[src/hdl/picc_as_pkg.sv]
`timescale 1ns / 1ps
`default_nettype none
// ----------------------------------------------------------------------------
// picc_as_pkg
// Shared types, protocol codes and the CRC_A byte update for the card-side
// activation block.
// ----------------------------------------------------------------------------
package picc_as_pkg;

	localparam int FRAME_LEN_MAX = 255;
	localparam int HDR_DEPTH     = 6;

	localparam logic [15:0] CRC_INIT = 16'h6363;

	// card states
	typedef enum logic [2:0] {
		ST_NOFIELD = 3'd0,
		ST_IDLE    = 3'd1,
		ST_SELECT  = 3'd2,
		ST_WORK    = 3'd3,
		ST_HALTED  = 3'd4
	} card_state_t;

	// response kinds
	typedef enum logic [3:0] {
		RK_NONE        = 4'd0,
		RK_ATQA        = 4'd1,
		RK_UID         = 4'd2,
		RK_SAK_FINAL   = 4'd3,
		RK_SAK_CASCADE = 4'd4,
		RK_NACK        = 4'd5,
		RK_ATS         = 4'd6,
		RK_ECHO        = 4'd7,
		RK_DELIVER     = 4'd8
	} reply_kind_t;

	// configuration register indexes
	localparam logic [2:0] CFG_UID_SIZE   = 3'd0;
	localparam logic [2:0] CFG_LEVEL1_UID = 3'd1;
	localparam logic [2:0] CFG_LEVEL2_UID = 3'd2;
	localparam logic [2:0] CFG_LEVEL3_UID = 3'd3;
	localparam logic [2:0] CFG_ATS_AVAIL  = 3'd4;

	// frame command and parameter bytes
	localparam logic [7:0] CMD_REQA     = 8'h26;
	localparam logic [7:0] CMD_WUPA     = 8'h52;
	localparam logic [7:0] SEL_CL1      = 8'h93;
	localparam logic [7:0] SEL_CL2      = 8'h95;
	localparam logic [7:0] SEL_CL3      = 8'h97;
	localparam logic [7:0] NVB_ANTICOL  = 8'h20;
	localparam logic [7:0] NVB_SELECT   = 8'h70;
	localparam logic [7:0] NVB_BIT_MASK = 8'h0f;
	localparam logic [7:0] CMD_RATS     = 8'he0;
	localparam logic [7:0] RATS_PARAM   = 8'h80;
	localparam logic [7:0] CMD_DESELECT = 8'hc2;

	// frame seen with the current byte folded in
	typedef struct packed {
		logic [7:0]      len;
		logic [5:0][7:0] hdr;
		logic [15:0]     crc;
	} frame_view_t;

	// response decided at the end of a frame
	typedef struct packed {
		reply_kind_t kind;
		logic [1:0]  level;
		logic [2:0]  known;
		card_state_t next_state;
	} decision_t;

	function automatic logic [15:0] crc_a_update(input logic [15:0] crc, input logic [7:0] b);
		logic [7:0] ch;
		ch = b ^ crc[7:0];
		ch = ch ^ {ch[3:0], 4'b0000};
		return {8'h00, crc[15:8]} ^ {ch, 8'h00} ^ {5'b00000, ch, 3'b000} ^ {12'h000, ch[7:4]};
	endfunction

endpackage
`default_nettype wire

[src/hdl/picc_as_frame.sv]
`timescale 1ns / 1ps
`default_nettype none
// ----------------------------------------------------------------------------
// picc_as_frame
// Frame reception: byte count, first header bytes and running CRC_A.
// Presents the frame with the incoming byte already folded in.
// ----------------------------------------------------------------------------
module picc_as_frame
	import picc_as_pkg::*;
(
	input  wire logic        clk,
	input  wire logic        arst_n,
	input  wire logic        step,
	input  wire logic        mode,
	input  wire logic [7:0]  rx_byte,
	input  wire logic        frame_last,
	output frame_view_t      view
);

	logic [7:0]      count_q;
	logic [15:0]     crc_q;
	logic [5:0][7:0] hdr_q;
	logic [5:0][7:0] hdr_n;
	logic [7:0]      count_n;
	logic [15:0]     crc_n;

	always_comb begin
		hdr_n = hdr_q;
		if (count_q < 8'(HDR_DEPTH)) begin
			hdr_n[count_q[2:0]] = rx_byte;
		end
		crc_n   = crc_a_update(crc_q, rx_byte);
		count_n = (count_q < 8'(FRAME_LEN_MAX)) ? count_q + 8'd1 : count_q;
	end

	assign view = '{len: count_n, hdr: hdr_n, crc: crc_n};

	always_ff @(posedge clk or negedge arst_n) begin
		if (!arst_n) begin
			count_q <= '0;
			crc_q   <= CRC_INIT;
		end else if (step) begin
			if (mode || frame_last) begin
				// field off or frame end: restart count and CRC
				count_q <= '0;
				crc_q   <= CRC_INIT;
			end else begin
				count_q <= count_n;
				crc_q   <= crc_n;
			end
		end
	end

	always_ff @(posedge clk) begin
		if (step && !mode) begin
			hdr_q <= hdr_n;
		end
	end

endmodule
`default_nettype wire

[src/hdl/picc_as_decide.sv]
`timescale 1ns / 1ps
`default_nettype none
// ----------------------------------------------------------------------------
// picc_as_decide
// End-of-frame decision: response kind, cascade level, known UID bytes and
// next card state.
// ----------------------------------------------------------------------------
module picc_as_decide
	import picc_as_pkg::*;
(
	input  wire frame_view_t view,
	input  wire card_state_t state,
	input  wire logic [1:0]  uid_size,
	input  wire logic [31:0] level1_uid_word,
	input  wire logic [31:0] level2_uid_word,
	input  wire logic [31:0] level3_uid_word,
	input  wire logic        ats_available,
	output decision_t        dec
);

	logic [7:0]  len;
	logic [7:0]  h0;
	logic [7:0]  h1;
	logic [1:0]  lvl;
	logic [31:0] word;
	logic [3:0]  eq;
	logic        match_n;

	assign len = view.len;
	assign h0  = view.hdr[0];
	assign h1  = view.hdr[1];

	always_comb begin
		lvl  = 2'd0;
		word = '0;
		if (len >= 8'd2) begin
			if (h0 == SEL_CL1) begin
				lvl  = 2'd1;
				word = level1_uid_word;
			end else if (h0 == SEL_CL2) begin
				lvl  = 2'd2;
				word = level2_uid_word;
			end else if (h0 == SEL_CL3) begin
				lvl  = 2'd3;
				word = level3_uid_word;
			end
		end
	end

	// byte-wise UID compare against header bytes two to five
	always_comb begin
		for (int i = 0; i < 4; i++) begin
			eq[i] = (view.hdr[i + 2] == word[8 * i +: 8]);
		end
	end

	always_comb begin
		case (len)
			8'd3:    match_n = eq[0];
			8'd4:    match_n = &eq[1:0];
			8'd5:    match_n = &eq[2:0];
			default: match_n = &eq;
		endcase
	end

	always_comb begin
		dec = '{kind: RK_NONE, level: 2'd0, known: 3'd0, next_state: state};
		if (len == 8'd1 && (h0 == CMD_WUPA || (h0 == CMD_REQA && state != ST_HALTED))) begin
			dec.kind       = RK_ATQA;
			dec.next_state = ST_SELECT;
		end else if (state == ST_SELECT) begin
			if (lvl == 2'd0) begin
				dec.next_state = ST_IDLE;
			end else if (len == 8'd2 && h1 == NVB_ANTICOL) begin
				dec.kind  = RK_UID;
				dec.level = lvl;
			end else if (len == 8'd9 && h1 == NVB_SELECT) begin
				if (&eq) begin
					dec.level = lvl;
					if ({1'b0, lvl} == {1'b0, uid_size} + 3'd1) begin
						dec.kind       = RK_SAK_FINAL;
						dec.next_state = ST_WORK;
					end else begin
						dec.kind = RK_SAK_CASCADE;
					end
				end else begin
					dec.next_state = ST_IDLE;
				end
			end else if (len >= 8'd3 && len <= 8'd6 && (h1 & NVB_BIT_MASK) == 8'h00) begin
				if (match_n) begin
					dec.kind  = RK_UID;
					dec.level = lvl;
					dec.known = 3'(len - 8'd2);
				end else begin
					dec.next_state = ST_IDLE;
				end
			end else begin
				dec.next_state = ST_IDLE;
			end
		end else if (state == ST_WORK) begin
			if (len > 8'd2 && view.crc == 16'h0000) begin
				if ((len == 8'd4 && h0 == CMD_RATS && h1 == RATS_PARAM) ||
				    (len == 8'd3 && h0 == CMD_DESELECT)) begin
					if (ats_available) begin
						dec.kind = (h0 == CMD_DESELECT) ? RK_ECHO : RK_ATS;
					end else begin
						dec.kind       = RK_NACK;
						dec.next_state = ST_IDLE;
					end
				end else begin
					dec.kind = RK_DELIVER;
				end
			end
		end
	end

endmodule
`default_nettype wire

[src/hdl/picc_activation_select_unit.sv]
`timescale 1ns / 1ps
`default_nettype none
// ----------------------------------------------------------------------------
// picc_activation_select_unit
// Card-side ISO 14443-A activation: REQA/WUPA, anticollision, select and
// RATS/deselect handling over byte-serial frames.
// ----------------------------------------------------------------------------
//
//   channel  | direction | handshake          | payload
//   ---------+-----------+--------------------+--------------------------------
//   in       | to block  | in_valid/in_stall  | mode, rx_byte, frame_last
//   out      | from block| out_valid/out_stall| reply_kind, cascade_level,
//            |           |                    | known_bytes, frame_length,
//            |           |                    | card_state_out
//   cfg      | to block  | cfg_write          | cfg_index, cfg_data
//
// One item per cycle unless a stall holds it. An item is held in the input
// register, where the frame, CRC and card-state loop closes through the
// decision logic; a result is loaded into the output register as the item
// leaves it. Only an end-of-frame byte produces a result; field-off and
// inner bytes produce none. Reset sets card state, count, CRC and
// configuration to their reset values at once; there is no clearing pass.
// A stalled result blocks the input once the input register also holds an item.
//
module picc_activation_select_unit
	import picc_as_pkg::*;
(
	input  wire logic        clk,
	input  wire logic        arst_n,

	input  wire logic        in_valid,
	output logic             in_stall,
	input  wire logic        mode,
	input  wire logic [7:0]  rx_byte,
	input  wire logic        frame_last,

	output logic             out_valid,
	input  wire logic        out_stall,
	output logic [3:0]       reply_kind,
	output logic [1:0]       cascade_level,
	output logic [2:0]       known_bytes,
	output logic [7:0]       frame_length,
	output logic [2:0]       card_state_out,

	input  wire logic        cfg_write,
	input  wire logic [2:0]  cfg_index,
	input  wire logic [31:0] cfg_data
);

	// configuration registers
	logic [1:0]  uid_size_q;
	logic [31:0] level1_uid_q;
	logic [31:0] level2_uid_q;
	logic [31:0] level3_uid_q;
	logic        ats_available_q;

	// input register
	logic        valid_s1;
	logic        mode_s1;
	logic [7:0]  rx_byte_s1;
	logic        last_s1;

	// card state and result register
	card_state_t card_state_q;
	logic        out_valid_q;
	reply_kind_t reply_kind_q;
	logic [1:0]  level_q;
	logic [2:0]  known_q;
	logic [7:0]  length_q;
	card_state_t state_out_q;

	logic        out_free;
	logic        step;
	logic        fire;
	frame_view_t view;
	decision_t   dec;

	// The result slot frees up when empty or when its item is taken now.
	assign out_free = !out_valid_q || !out_stall;
	assign step     = valid_s1 && out_free;
	assign fire     = step && !mode_s1 && last_s1;
	assign in_stall = valid_s1 && !out_free;

	// Hold configuration; writes beyond the register list drop.
	always_ff @(posedge clk or negedge arst_n) begin
		if (!arst_n) begin
			uid_size_q      <= 2'd1;
			level1_uid_q    <= '0;
			level2_uid_q    <= '0;
			level3_uid_q    <= '0;
			ats_available_q <= 1'b1;
		end else if (cfg_write) begin
			unique case (cfg_index)
				CFG_UID_SIZE:   uid_size_q      <= cfg_data[1:0];
				CFG_LEVEL1_UID: level1_uid_q    <= cfg_data;
				CFG_LEVEL2_UID: level2_uid_q    <= cfg_data;
				CFG_LEVEL3_UID: level3_uid_q    <= cfg_data;
				CFG_ATS_AVAIL:  ats_available_q <= cfg_data[0];
				default:        ;
			endcase
		end
	end

	// Advance the input register whenever it is not stalled.
	always_ff @(posedge clk or negedge arst_n) begin
		if (!arst_n) begin
			valid_s1 <= 1'b0;
		end else if (!in_stall) begin
			valid_s1 <= in_valid;
		end
	end

	always_ff @(posedge clk) begin
		if (in_valid && !in_stall) begin
			mode_s1    <= mode;
			rx_byte_s1 <= rx_byte;
			last_s1    <= frame_last;
		end
	end

	picc_as_frame u_frame (
		.clk        (clk),
		.arst_n     (arst_n),
		.step       (step),
		.mode       (mode_s1),
		.rx_byte    (rx_byte_s1),
		.frame_last (last_s1),
		.view       (view)
	);

	picc_as_decide u_decide (
		.view            (view),
		.state           (card_state_q),
		.uid_size        (uid_size_q),
		.level1_uid_word (level1_uid_q),
		.level2_uid_word (level2_uid_q),
		.level3_uid_word (level3_uid_q),
		.ats_available   (ats_available_q),
		.dec             (dec)
	);

	// Update card state: field off drops to no field, frame end takes the
	// decided state, inner bytes keep it.
	always_ff @(posedge clk or negedge arst_n) begin
		if (!arst_n) begin
			card_state_q <= ST_NOFIELD;
		end else if (step) begin
			if (mode_s1) begin
				card_state_q <= ST_NOFIELD;
			end else if (last_s1) begin
				card_state_q <= dec.next_state;
			end
		end
	end

	// Result register: load on frame end, drop once taken.
	always_ff @(posedge clk or negedge arst_n) begin
		if (!arst_n) begin
			out_valid_q <= 1'b0;
		end else if (out_free) begin
			out_valid_q <= fire;
		end
	end

	always_ff @(posedge clk) begin
		if (fire) begin
			reply_kind_q <= dec.kind;
			level_q      <= dec.level;
			known_q      <= dec.known;
			length_q     <= view.len;
			state_out_q  <= dec.next_state;
		end
	end

	assign out_valid      = out_valid_q;
	assign reply_kind     = reply_kind_q;
	assign cascade_level  = level_q;
	assign known_bytes    = known_q;
	assign frame_length   = length_q;
	assign card_state_out = state_out_q;

endmodule
`default_nettype wire

[config.mk]
export PLATFORM = sky130hd
export DESIGN_NAME = picc_activation_select_unit
export DESIGN_NICKNAME = d
export VERILOG_FILES = /design/src/hdl/picc_as_pkg.sv /design/src/hdl/picc_as_frame.sv /design/src/hdl/picc_as_decide.sv /design/src/hdl/picc_activation_select_unit.sv
export SDC_FILE = /design/constraint.sdc
export NUM_CORES = 1
export LEC_CHECK = 0
export BUFFER_PORTS_ARGS = -buffer_cell sky130_fd_sc_hd__buf_2
export CAP_MARGIN = 20
export CORE_AREA = 2 2 161 163
export DETAILED_ROUTE_END_ITERATION = 7
export DIE_AREA = 0 0 163 165
export PLACE_DENSITY_LB_ADDON = 0.1
export SYNTH_ARGS = -nofsm -noshare
export SYNTH_HDL_FRONTEND = slang
export SYNTH_SLANG_ARGS = --single-unit
[constraint.sdc]
create_clock -name clk -period 4.3 [get_ports clk]
set_input_delay 0.215 -clock clk [delete_from_list [all_inputs] [get_ports clk]]
set_output_delay 0.215 -clock clk [all_outputs]
set_load 0.01 [all_outputs]
=== Yosys cells after proc, flatten, opt, wreduce, memory -nomap -nowiden ===
Cells that the tools add are included.

* $add $sub $neg: 3
* Multipliers: 0
* Divide/modulo/power cells: 0
* Magnitude comparators: 8
* Equality and inequality tests: 28
* Shifts and indexed selects: 0
* Muxes and demuxes: 50
* Bitwise logic cells: 6
* Reduce and logical (&&, ||, !) cells: 41

{| class="wikitable"
|+ Operators by type and width
! operator !! count
|-
| $mux 32 || 4
|-
| $mux 9 || 7
|-
| $bwmux 48 || 1
|-
| $eq 8x8->1 const B || 6
|-
| $mux 3 || 16
|-
| $mux 48 || 1
|-
| $eq 8x8->1 || 4
|-
| $demux 8 s3 || 1
|-
| $mux 6 || 4
|-
| $mux 8 || 3
|-
| $mux 4 || 5
|-
| $eq 8x2->1 const B || 2
|-
| $eq 8x3->1 const B || 2
|-
| $eq 8x6->1 const B || 2
|-
| $eq 8x7->1 const B || 2
|-
| $ge 8x2->1 const B || 2
|-
| $logic_and 1x1->1 || 16
|-
| $logic_not 16->1 || 1
|-
| $mux 16 || 1
|-
| $xor 16x11->16 || 1
|-
| $xor 16x4->16 || 1
|-
| $xor 8x16->16 || 1
|-
| $xor 8x8->8 || 2
|-
| $reduce_and 2->1 || 7
|-
| other kinds (31) || 44
|}

* Flip-flop bits (word level): 206
* Latch bits: 0
* Bits in writable memories: 0
* Bits in read-only memories: 0
* Input port bits: 50
* Output and inout bits: 22
* Word-level logic and storage cells: 160
* Memories: 0

=== Depth between registers and ports, before layout ===
* Depth after elaboration: 28
* Depth in mapped cells: 15
* Depth with buffers taken out: 13

=== Modules after synthesis ===
From an unflattened synthesis, not the netlist that was laid out.

* Cells, all modules: 898
* Area, all modules: 11,293.3 um2

{| class="wikitable"
|+ Modules (own cells, without submodules)
! module !! instances !! cells an instance !! area each (um2) !! sequential area each (um2)
|-
| picc_activation_select_unit || 1 || 269 || 5,195.0 || 3,505.9
|-
| picc_as_frame || 1 || 254 || 3,656.0 || 2,052.0
|-
| picc_as_decide || 1 || 375 || 2,442.3 || 0.0
|}

=== Worst setup path after synthesis ===
No wires, ideal clock.

* Path kind: reg2reg
* From: register out_valid_q (netlist: out_valid)
* To: register state_out_q[0] (netlist: card_state_out[0]), enable pin
* Library setup time: 0.375 ns
* Arrival time: 3.639 ns
* Data required time: 3.925 ns
* Setup slack: 0.286 ns
* Cell stages (with the launch flop): 6
* Path buffers: 0
* Clock period less this slack: 4.014 ns
* Cells stage by stage: dfrtp_1 nand2_1 nand2_1 nor2_1 nand2_1 inv_1

* Cells in the longest elaborated chain, start to end: 5

{| class="wikitable"
|+ RTL lines
! item !! RTL line !! text
|-
| start, declared || picc_activation_select_unit.sv:65 || <nowiki>logic out_valid_q;</nowiki>
|-
| start signal, assigned || picc_activation_select_unit.sv:161 || <nowiki>out_valid_q <= fire;</nowiki>
|-
| $logic_not 1->1 || picc_activation_select_unit.sv:79 || <nowiki>assign out_free = !out_valid_q || !out_stall;</nowiki>
|-
| $logic_or 1x1->1 || picc_activation_select_unit.sv:79 ||
|-
| $logic_and 1x1->1 || picc_activation_select_unit.sv:80 || <nowiki>assign step = valid_s1 && out_free;</nowiki>
|-
| $logic_and 1x1->1 (2 in series) || picc_activation_select_unit.sv:81 || <nowiki>assign fire = step && !mode_s1 && last_s1;</nowiki>
|-
| via fire || picc_activation_select_unit.sv:74 || <nowiki>logic fire;</nowiki>
|-
| end signal, assigned || picc_activation_select_unit.sv:171 || <nowiki>state_out_q <= dec.next_state;</nowiki>
|-
| end, declared || picc_activation_select_unit.sv:70 || <nowiki>card_state_t state_out_q;</nowiki>
|}

The timed path passes the listed nets, and every way through them passes these cells.
A chain may end at the register's enable or synchronous reset.

=== Final worst setup path ===
* From: register u_frame.count_q[1]
* To: register known_q[1] (netlist: known_bytes[1]), data pin

* Cells in the longest elaborated chain, start to end: 21
* Elaborated cells between the ends (all ways): 61
* Those cells by class: add/sub: 2; order compare: 7; eq/ne: 17; mux: 21; reduce/logical: 14

{| class="wikitable"
|+ RTL lines
! item !! RTL line !! text
|-
| start, declared || picc_as_frame.sv:20 || <nowiki>logic [7:0] count_q;</nowiki>
|-
| start signal, assigned || picc_as_frame.sv:48 || <nowiki>count_q <= count_n;</nowiki>
|-
| $lt 3x4->1 (not written as such) / $ge 3x1->1 (equally long branches) || picc_as_frame.sv:30 || <nowiki>hdr_n[count_q[2:0]] = rx_byte;</nowiki>
|-
| $logic_and 1x1->1 (not written as such) || picc_as_frame.sv:30 ||
|-
| $mux 8 (not written as such) || picc_as_frame.sv:30 ||
|-
| $demux 8 s3 || - ||
|-
| $bwmux 48 || picc_as_frame.sv:30 ||
|-
| $mux 48 || picc_as_frame.sv:29 || <nowiki>if (count_q < 8'(HDR_DEPTH)) begin</nowiki>
|-
| $eq 8x8->1 || picc_as_decide.sv:43 || <nowiki>end else if (h0 == SEL_CL3) begin</nowiki>
|-
| $mux 32 || picc_as_decide.sv:43 ||
|-
| [... 5 more ...] || - ||
|-
| $pmux 1 s3 || picc_as_decide.sv:58 || <nowiki>case (len)</nowiki>
|-
| $mux 7 || picc_as_decide.sv:90 || <nowiki>if (match_n) begin</nowiki>
|-
| $mux 9 || picc_as_decide.sv:89 || <nowiki>end else if (len >= 8'd3 && len <= 8'd6 && (h1 & NVB_BIT_MASK) == 8'h00) begin</nowiki>
|-
| $mux 9 || picc_as_decide.sv:77 || <nowiki>end else if (len == 8'd9 && h1 == NVB_SELECT) begin</nowiki>
|-
| $mux 9 || picc_as_decide.sv:74 || <nowiki>end else if (len == 8'd2 && h1 == NVB_ANTICOL) begin</nowiki>
|-
| $mux 9 || picc_as_decide.sv:72 || <nowiki>if (lvl == 2'd0) begin</nowiki>
|-
| $mux 9 || picc_as_decide.sv:71 || <nowiki>end else if (state == ST_SELECT) begin</nowiki>
|-
| $mux 9 || picc_as_decide.sv:68 || <nowiki>if (len == 8'd1 && (h0 == CMD_WUPA || (h0 == CMD_REQA && state != ST_HALTED))) begin</nowiki>
|-
| end signal, assigned || picc_activation_select_unit.sv:169 || <nowiki>known_q <= dec.known;</nowiki>
|-
| end, declared || picc_activation_select_unit.sv:68 || <nowiki>logic [2:0] known_q;</nowiki>
|}

Several ways; a longest one is shown, not always the timed one. The select of a mux whose other input is x is not followed.

==> metrics.md <==
| Metric | Value |
|---|---|
| Status | `finished, final reports clean` |
| Sequential cell area fraction in the yosys report | `around half` |
| Finished Cell Area | `between 10,000 and 15,000 um^2` |
| CORE AREA | `25,040 um^2` |
| Via density | `5.753` |
| Maxcap violations | `0` |
| EDFF count, synth | `78` |
| Slew @ Worst Pin | `1.030 ns` |
| Boundary Pins | `a little over 70` |
| Hold path start | `cfg_index[2]` |
| Iteration-0 DRC Markers | `between 700 and 800` |
| Initial Util | `approximately 45%` |
| DPL Wire Length | `about 21 mm` |
| Synth top area cells | `dfrtp_1 26%, edfxtp_1 21%, mux2_2 13%, dfstp_2 2.3%, nand2_1 2.2%` |
| H-Tree Depth | `1` |
| Wire per inst | `approximately 20 um` |
| Fin. Hold Viols | `0` |
| Fin Setup TNS | `0 ns` |
| Clock Sinks | `about 210` |
| DRC violation count after routing | `0` |
| Startpoint types | `flip-flop` |
| Grt ovf | `0` |
| Inserted Diodes | `0` |
| Post-synthesis adder-cell area fraction | `less than 1%` |
| Row count | `58` |
| Worst skew pair latency | `approximately 0.54 ns` |
| Die W | `between 150 and 200 um` |
| Overall routing resource usage | `roughly 23%` |
| Minimum hold slack | `approximately 0.026 ns` |
| Synth-to-Final Area Change | `20.72%` |
| Ys async rst share | `around 62%` |
| Die area | `approximately 27,000 um^2` |
| Leak | `5.477 nW` |
| Worst Hold Class | `primary input to flip-flop` |
| Root Driver | `clkbuf_16` |
| Slew HR | `31.14%` |
| Synth top area share | `between 20% and 30%` |
| Pins over their slew limit | `0` |
| Final nets | `1,190` |
| WHS Path Cells | `3` |
| 1st-pass router iterations | `6` |
| CTS clk-pin slew, worst paths | `0.06 ns` |
| Drt total wl | `29.87 mm` |
| WHS Endpoint | `ats_available_q` |
| Reg-to-Reg Start | `u_frame.count_q[1]` |
| Yosys reg bits | `just over 200` |
| RSZ-0062 raised after global routing | `false` |
| Peak supply drop | `between 0.0003 and 0.0004 V` |
| XOR/XNOR Fraction of Synth Area | `under 10%` |
| Initial antenna violation count | `1` |
| Post-synthesis cell type count | `between 90 and 100` |
| Synth Instances | `approximately 1,000` |
| Share of cells above drive strength 1 | `29.58%` |
| First-pass GRT wire length | `47.88 mm` |
| Vias in the first global route | `~8,500` |
| Placer Congestion | `~0.85` |
| Clk_skew | `0.02682 ns` |
| Classification of the worst setup path | `flip-flop to flip-flop` |
| Most used DFF post-synth | `dfrtp_1` |
| WP data arrival | `about 4.4 ns` |
| Worst reg2reg setup slack | `roughly 0.24 ns` |
| Via Count | `approximately 8,500` |
| Syn avg cell area | `between 10 and 15 um^2` |
| Cell Area, Placed | `between 10,000 and 15,000 um^2` |
| Synth top cells by count | `131 x mux2_2, 118 x dfrtp_1, 78 x edfxtp_1` |
| CTS Buf Count | `24` |
| Minimum clock period | `~4.1 ns` |
| Top-count cell post-synth | `mux2_2` |
| CP Capture Type | `flip-flop` |
| Number of nets with antenna violations after routing | `0` |
| Fill count | `2,266` |
| Bufs on Longest Clock Path | `3` |
| Synth Area in Simple Gates | `about 15%` |
| Area of the multi-input gates | `approximately 5300 um^2` |
| Mux contribution to synthesized area | `between 10% and 20%` |
| TritonCTS clock tree | `yes` |
| Synth area leader | `dfrtp_1` |
| Pwr dens | `approximately 420 nW/um^2` |
| Cell area after synthesis | `between 10,000 and 15,000 um^2` |
| Largest net degree at the start of global routing | `roughly 130` |
| Worst-path fanout max | `7` |
| Crit Reg-Reg Endpoint | `known_bytes[1]` |
| PortBufs | `71` |
| Fmax | `246.5 MHz` |
| Reg2reg path depth | `15` |
| YS warnings | `0` |
| Storage cell area | `roughly 5600 um^2` |
| Synth Net Count | `1,042` |
| Setup violators final | `0` |
| Die Ht | `between 150 and 200 um` |
| Worst path required time | `4.68 ns` |
| Final period utilization | `roughly 94%` |
| Largest family of logic cells by synthesized area | `simple AND/OR/NAND/NOR gates` |
| Post-synthesis compound-gate area fraction | `13.67%` |
## cell type report
cell class	instances	area share, %
multi-input combinational	696	39.26
sequential	206	41.05
clock inverter	13	0.9704
clock buffer	31	5.166
inverter	34	0.9427
tap	330	3.050
timing repair buffer	173	9.556
## layer usage
metal / up-vias / wire [um] / GRT usage, %
met5: - / 0 / 0
met4: 0 / 550 / 4.827
met3: 40 / 1338 / 3.265
met2: 196 / 14220 / 38.12
met1: 4268 / 13760 / 31.50
li1: 4028 / - / -
## metrics by stage
| stage | worst slack (ns) | total power, mW | util (%) | cells |
|---|---|---|---|---|
| final | 0.2432 | 5.737 | 54.07 | 1483 |
| after CTS | 0.1415 | 5.792 | 53.83 | 1479 |
| after global placement | 0.2009 | 3.605 | 48.71 | 1390 |
| after detailed placement | 0.1743 | 3.630 | 48.71 | 1390 |
| after floorplan | 0.2864 | 3.278 | - | 987 |
| after global routing | 0.03432 | 6.015 | 54.07 | 1483 |
## flip-flops by register name (all words and copies together) (netlist names)
register         cells
mode_s1              1
level1_uid_q        32
rx_byte_s1           8
u_frame.crc_q       16
u_frame.hdr_q       48
frame_length         8
known_bytes          3
uid_size_q           2
card_state_out       3
level3_uid_q        32
level2_uid_q        32
ats_available_q      1
out_valid            1
cascade_level        2
card_state_q         3
valid_s1             1
last_s1              1
reply_kind           4
u_frame.count_q      8
## layout by cell type, fill, tap and decap left out, types with 6 or more instances in the layout
cell type / instances
nand2_1: 67
nor4bb_1: 7
nor2b_1: 10
edfxtp_1: 78
a21boi_0: 20
mux2i_1: 13
and4_1: 7
buf_4: 54
o21a_1: 6
dfrtp_1: 118
a211o_1: 7
nor4_1: 8
o21ai_0: 31
xor2_1: 18
a21oi_1: 24
nand2b_1: 6
dlygate4sd3_1: 45
xnor2_1: 22
nor3_1: 28
and2_1: 12
mux2_2: 131
nand4_1: 15
a31oi_1: 8
buf_2: 70
a211oi_1: 10
a22o_1: 11
inv_1: 33
dfstp_2: 10
nor2_1: 55
a221oi_1: 6
clkbuf_16: 26
nand3_1: 29
o32ai_1: 14
nor3b_1: 8
## worst max-delay path, cell delays in order (launching register included)
cell and delay [ns]:
dfrtp_1 0.44, buf_4 0.20, ha_1 0.24, nand4_1 0.22
nor2_1 0.31, o21ai_1 0.11, and3_1 0.26, or2_0 0.31
buf_4 0.19, o32ai_1 0.34, o22ai_1 0.21, a211oi_4 0.34
nand3_2 0.15, a31oi_2 0.24, and3_1 0.21, and2_1 0.13
## where the power goes
part / internal (mW) / switching, mW / total, mW
Clock: 1.27 / 0.838 / 2.11
Combinational: 0.526 / 0.560 / 1.09
Sequential: 2.35 / 0.188 / 2.54
Total: 4.15 / 1.59 / 5.74
## worst max path at each step
stage / cells after the start / startpoint / endpoint / slack (ns)
3_5_place_dp: 13 / u_frame.count_q[6] / known_bytes[1] / 0.17
6_report: 15 / u_frame.count_q[1] / known_bytes[1] / 0.24
5_1_grt: 15 / u_frame.count_q[1] / known_bytes[1] / 0.03
3_3_place_gp: 12 / u_frame.count_q[6] / reply_kind[2] / 0.20
2_1_floorplan: 5 / out_valid / card_state_out[0] / 0.29
4_1_cts: 13 / u_frame.count_q[6] / known_bytes[1] / 0.14
## repair_timing
action,CTS,global route
endpoints found under the setup margin,0,11
gates resized for setup,0,3
buffers inserted,0,3
hold buffers,45,0
endpoints found under the hold margin,229,0
## logic make-up after synthesis
family | Yosys count
and+or+nand+nor | 301
DFF | 206
AOI/OAI and AO/OA | 202
muxes | 148
buffers and inverters | 85
xor gates and xnor gates | 40
adders and majority gates | 5
No activity file was read; power rests on OpenSTA's default activity.
